## src/rtl/core/lftc_ram.sv

```systemverilog
`timescale 1ns / 1ps
// ----------------------------------------------------------------------------
// lftc_ram: generic simple dual-port RAM
// One write port, one read port, registered read returning the old word on a
// same-address write.
// ----------------------------------------------------------------------------
module lftc_ram #(
	parameter int WIDTH = 32,
	parameter int DEPTH = 128
) (
	input  logic                     clk,
	input  logic                     we,
	input  logic [$clog2(DEPTH)-1:0] waddr,
	input  logic [WIDTH-1:0]         wdata,
	input  logic                     re,
	input  logic [$clog2(DEPTH)-1:0] raddr,
	output logic [WIDTH-1:0]         rdata
);

	logic [WIDTH-1:0] mem_q [DEPTH];

	always_ff @(posedge clk) begin
		if (we) begin
			mem_q[waddr] <= wdata;
		end
		if (re) begin
			rdata <= mem_q[raddr];
		end
	end

endmodule
```

## config.mk

```make
export PLATFORM = sky130hd
export DESIGN_NAME = lftc_ram
export DESIGN_NICKNAME = d
export VERILOG_FILES = /design/src/rtl/core/lftc_ram.sv
export SDC_FILE = /design/constraint.sdc
export NUM_CORES = 2
export LEC_CHECK = 0
export ABC_AREA = 1
export BUFFER_PORTS_ARGS = -buffer_cell sky130_fd_sc_hd__buf_2
export CORE_UTILIZATION = 50
export DETAILED_ROUTE_END_ITERATION = 16
export PLACE_DENSITY = 0.65
export SYNTH_ARGS = -nofsm -noshare
export SYNTH_HDL_FRONTEND = slang
export SYNTH_SLANG_ARGS = --single-unit
```

## constraint.sdc

```tcl
create_clock -name clk -period 3.8 [get_ports clk]
set_clock_uncertainty 0.05 [all_clocks]
set_input_delay 0.19 -clock clk [delete_from_list [all_inputs] [get_ports clk]]
set_output_delay 0.19 -clock clk [all_outputs]
set_load 0.03 [all_outputs]
```

==> out/results.txt <==
measured slew at the worst slew-check pin: 1.27 ns
Max-slew headroom: 0.156
Clk pwr share: 0.415
hold depth: 6
DRC Markers: 0
Routed Antenna Nets: 0
Die ar.: 0.332 mm2
flop2flop setup slack: 1.35 ns
Main synth FF type: edfxtp_1
vias in the first global route: 105,010
Pre-Repair DR Iteration Count: 6
Max Fclk: 0.359 GHz
area share of the leading cell type in the synthesized netlist: 0.751
design area: 0.186 mm2
Die H: 576 um
share of layout cells above drive strength 1: 0.0933
CTS Sinks: 4,128
global route overflow: 0
Tmin final: 2.78 ns
Worst-path clk slew: 0.06 ns
number of port buffers: 80
share of total power in sequential cells: 0.522
Critical Path AT: 3.56 ns
FILL cells: 25,744
Yosys cell types: 14
CP max stage delay: 0.46 ns
Mapped Cells: 13,389
Rows: 210
Root Driver: clkbuf_16
Min-Delay Path Class: input port to register
final period utilization: 0.732
placed inst area: 0.172 mm2
final hold violations: 0
Switching Fraction: 0.227
gr usage total: 0.294
Worst path slowest cell: nand3_1
setup TNS: 0 ns
first-pass GRT wire length: 716 mm
CP required: 4.58 ns
Post-CTS Hold Buffers: 34
clk buf depth: 4
register area share after synthesis: 0.751
Die X: 576 um
Cell Chain, Critical Path: buf_12 -> inv_16 -> buf_12 -> buf_4 -> buf_4 -> nand2_1 -> nand3_1 -> nand3_1 -> nand3_1 -> nand3_1 -> nand3_1 -> nand3_1 -> nand2_1
final-report setup violation count: 0
Post-synth EDFFs: 4,128
initial core utilization: 0.503
Top Ports: 81
vias per cell: 6.07
Internal Pwr Total: 74,700 uW
Max Transition Viols Final: 0
Final nets: 13,541
CTS H-tree lvls: 5
maxcap violations: 0
Pwr Density: 519 mW/mm2
clk_lat worst skew: 0.99 ns
most frequent cell after synthesis: nand2_1
Total Power: 96,600 uW
Post-Syn Area: 0.165 mm2
CTS tree: yes
post-synthesis register bit count: 4,128
YS warnings: 0
worst reg2reg path depth: 8
Switching Power: 21,900 uW
core area: 0.328 mm2
CP Launch Type: input port
status: complete, no violations
critical path peak fanout: 60
Synth Net Count: 13,438
Setup CP Type: input port to register
routed vias: 110,609
Routed WL: 494 mm
post-CTS resize count: 0
Post-synth top cells: nand2_1, edfxtp_1, nand3_1
leakage power: 0.0646 uW
Max VDD drop: 413 uV
DP HPWL: 274 mm
Synth area leader: edfxtp_1
share of synthesized registers carrying an async set or reset: 0
GPL Wtd Cong: 0.881
Post-CTS Setup Inserts: 0
initial antenna violation count: 39
CP Capture Type: register
post-DR wirelength/cell: 27.1 um
CTS Buf Count: 411
Layout area overhead: 12.8%
RSZ-0062 raised after global routing: false
largest net degree at the start of global routing: 153
Avg Cell Area, Syn: 12.3 um2
main area contributors after synthesis: edfxtp_1, nand3_1, nand2_1, buf_2, buf_4
Comb power frac: 0.063
DRT iter0 DRCs: 15,652
most numerous cell on the critical path: nand3_1
registers in the layout (all words and copies together), names as in the netlist:
register  cells
mem_q      4096
rdata        32
stage by stage:
| stage | hold slack [ns] | std cells | util | setup WS, ns |
|---|---|---|---|---|
| after floorplan | 0.239 | 13389 | - | 1.16 |
| after global placement | 0.594 | 17391 | 0.526 | 0.206 |
| after detailed placement | 0.608 | 17391 | 0.526 | 0.0538 |
| after CTS | 0.000845 | 18178 | 0.567 | 1.08 |
| after global routing | 0.0522 | 18219 | 0.568 | 0.963 |
| final | 0.0973 | 18230 | 0.568 | 1.02 |
final cells by class:
| class | count | area (um2) | share of cell area |
|---|---|---|---|
| tap | 4346 | 5440 | 0.0292 |
| antenna | 52 | 130 | 0.000699 |
| timing repair buffer | 599 | 5840 | 0.0314 |
| inverter | 24 | 145 | 0.000780 |
| sequential | 4128 | 124000 | 0.666 |
| clock inverter | 250 | 2490 | 0.0134 |
| clock buffer | 503 | 10700 | 0.0577 |
| multi-input combinational | 8328 | 37300 | 0.200 |
layout by cell type (no fill, tap or decap), drive strengths merged, types with 14 or more instances in the layout:
master and count:
buf 565, bufinv 41, clkbuf 503, clkinv 183
clkinvlp 14, diode 52, dlygate4sd3 34, edfxtp 4128
inv 36, nand2 4151, nand3 4035, nor2 134
final timing paths:
check                                  to            from
worst max-delay path             rdata[6]        raddr[0]
worst min-delay path            rdata[24]        raddr[3]
worst max register to register  rdata[24]  mem_q[117][24]
worst min register to register  rdata[29]  mem_q[112][29]
worst max-delay path: cells and delay by family:
| family | cells | cell delay (ns) |
|---|---|---|
| and+or+nand+nor | 8 | 1.60 |
| buffers and inverters | 5 | 1.55 |
logic make-up (layout without fill, tap and decap cells):
| logic type | count (synthesis) | in the layout | synth area share |
|---|---|---|---|
| buf+inv | 933 | 1376 | 0.0284 |
| flops | 4128 | 4128 | 0.751 |
| other cells | 0 | 52 | 0 |
| simple gates | 8328 | 8328 | 0.220 |
metal layers:
metal,track usage,part of all wire,vias up
li1,-,-,48248
met1,0.408,0.39,54702
met2,0.451,0.46,6703
met3,0.0558,0.11,950
met4,0.137,0.048,6
met5,0,0.000081,-
power groups by stage:
stage / Clock, uW / Combinational, uW / Sequential (uW)
2_1_floorplan: 0 / 3020 / 51400
3_3_place_gp: 0 / 5810 / 51400
3_5_place_dp: 0 / 5910 / 51400
4_1_cts: 40400 / 5960 / 50500
5_1_grt: 42100 / 6450 / 50400
6_report: 40100 / 6070 / 50500
No activity file was read; power rests on OpenSTA's default activity.
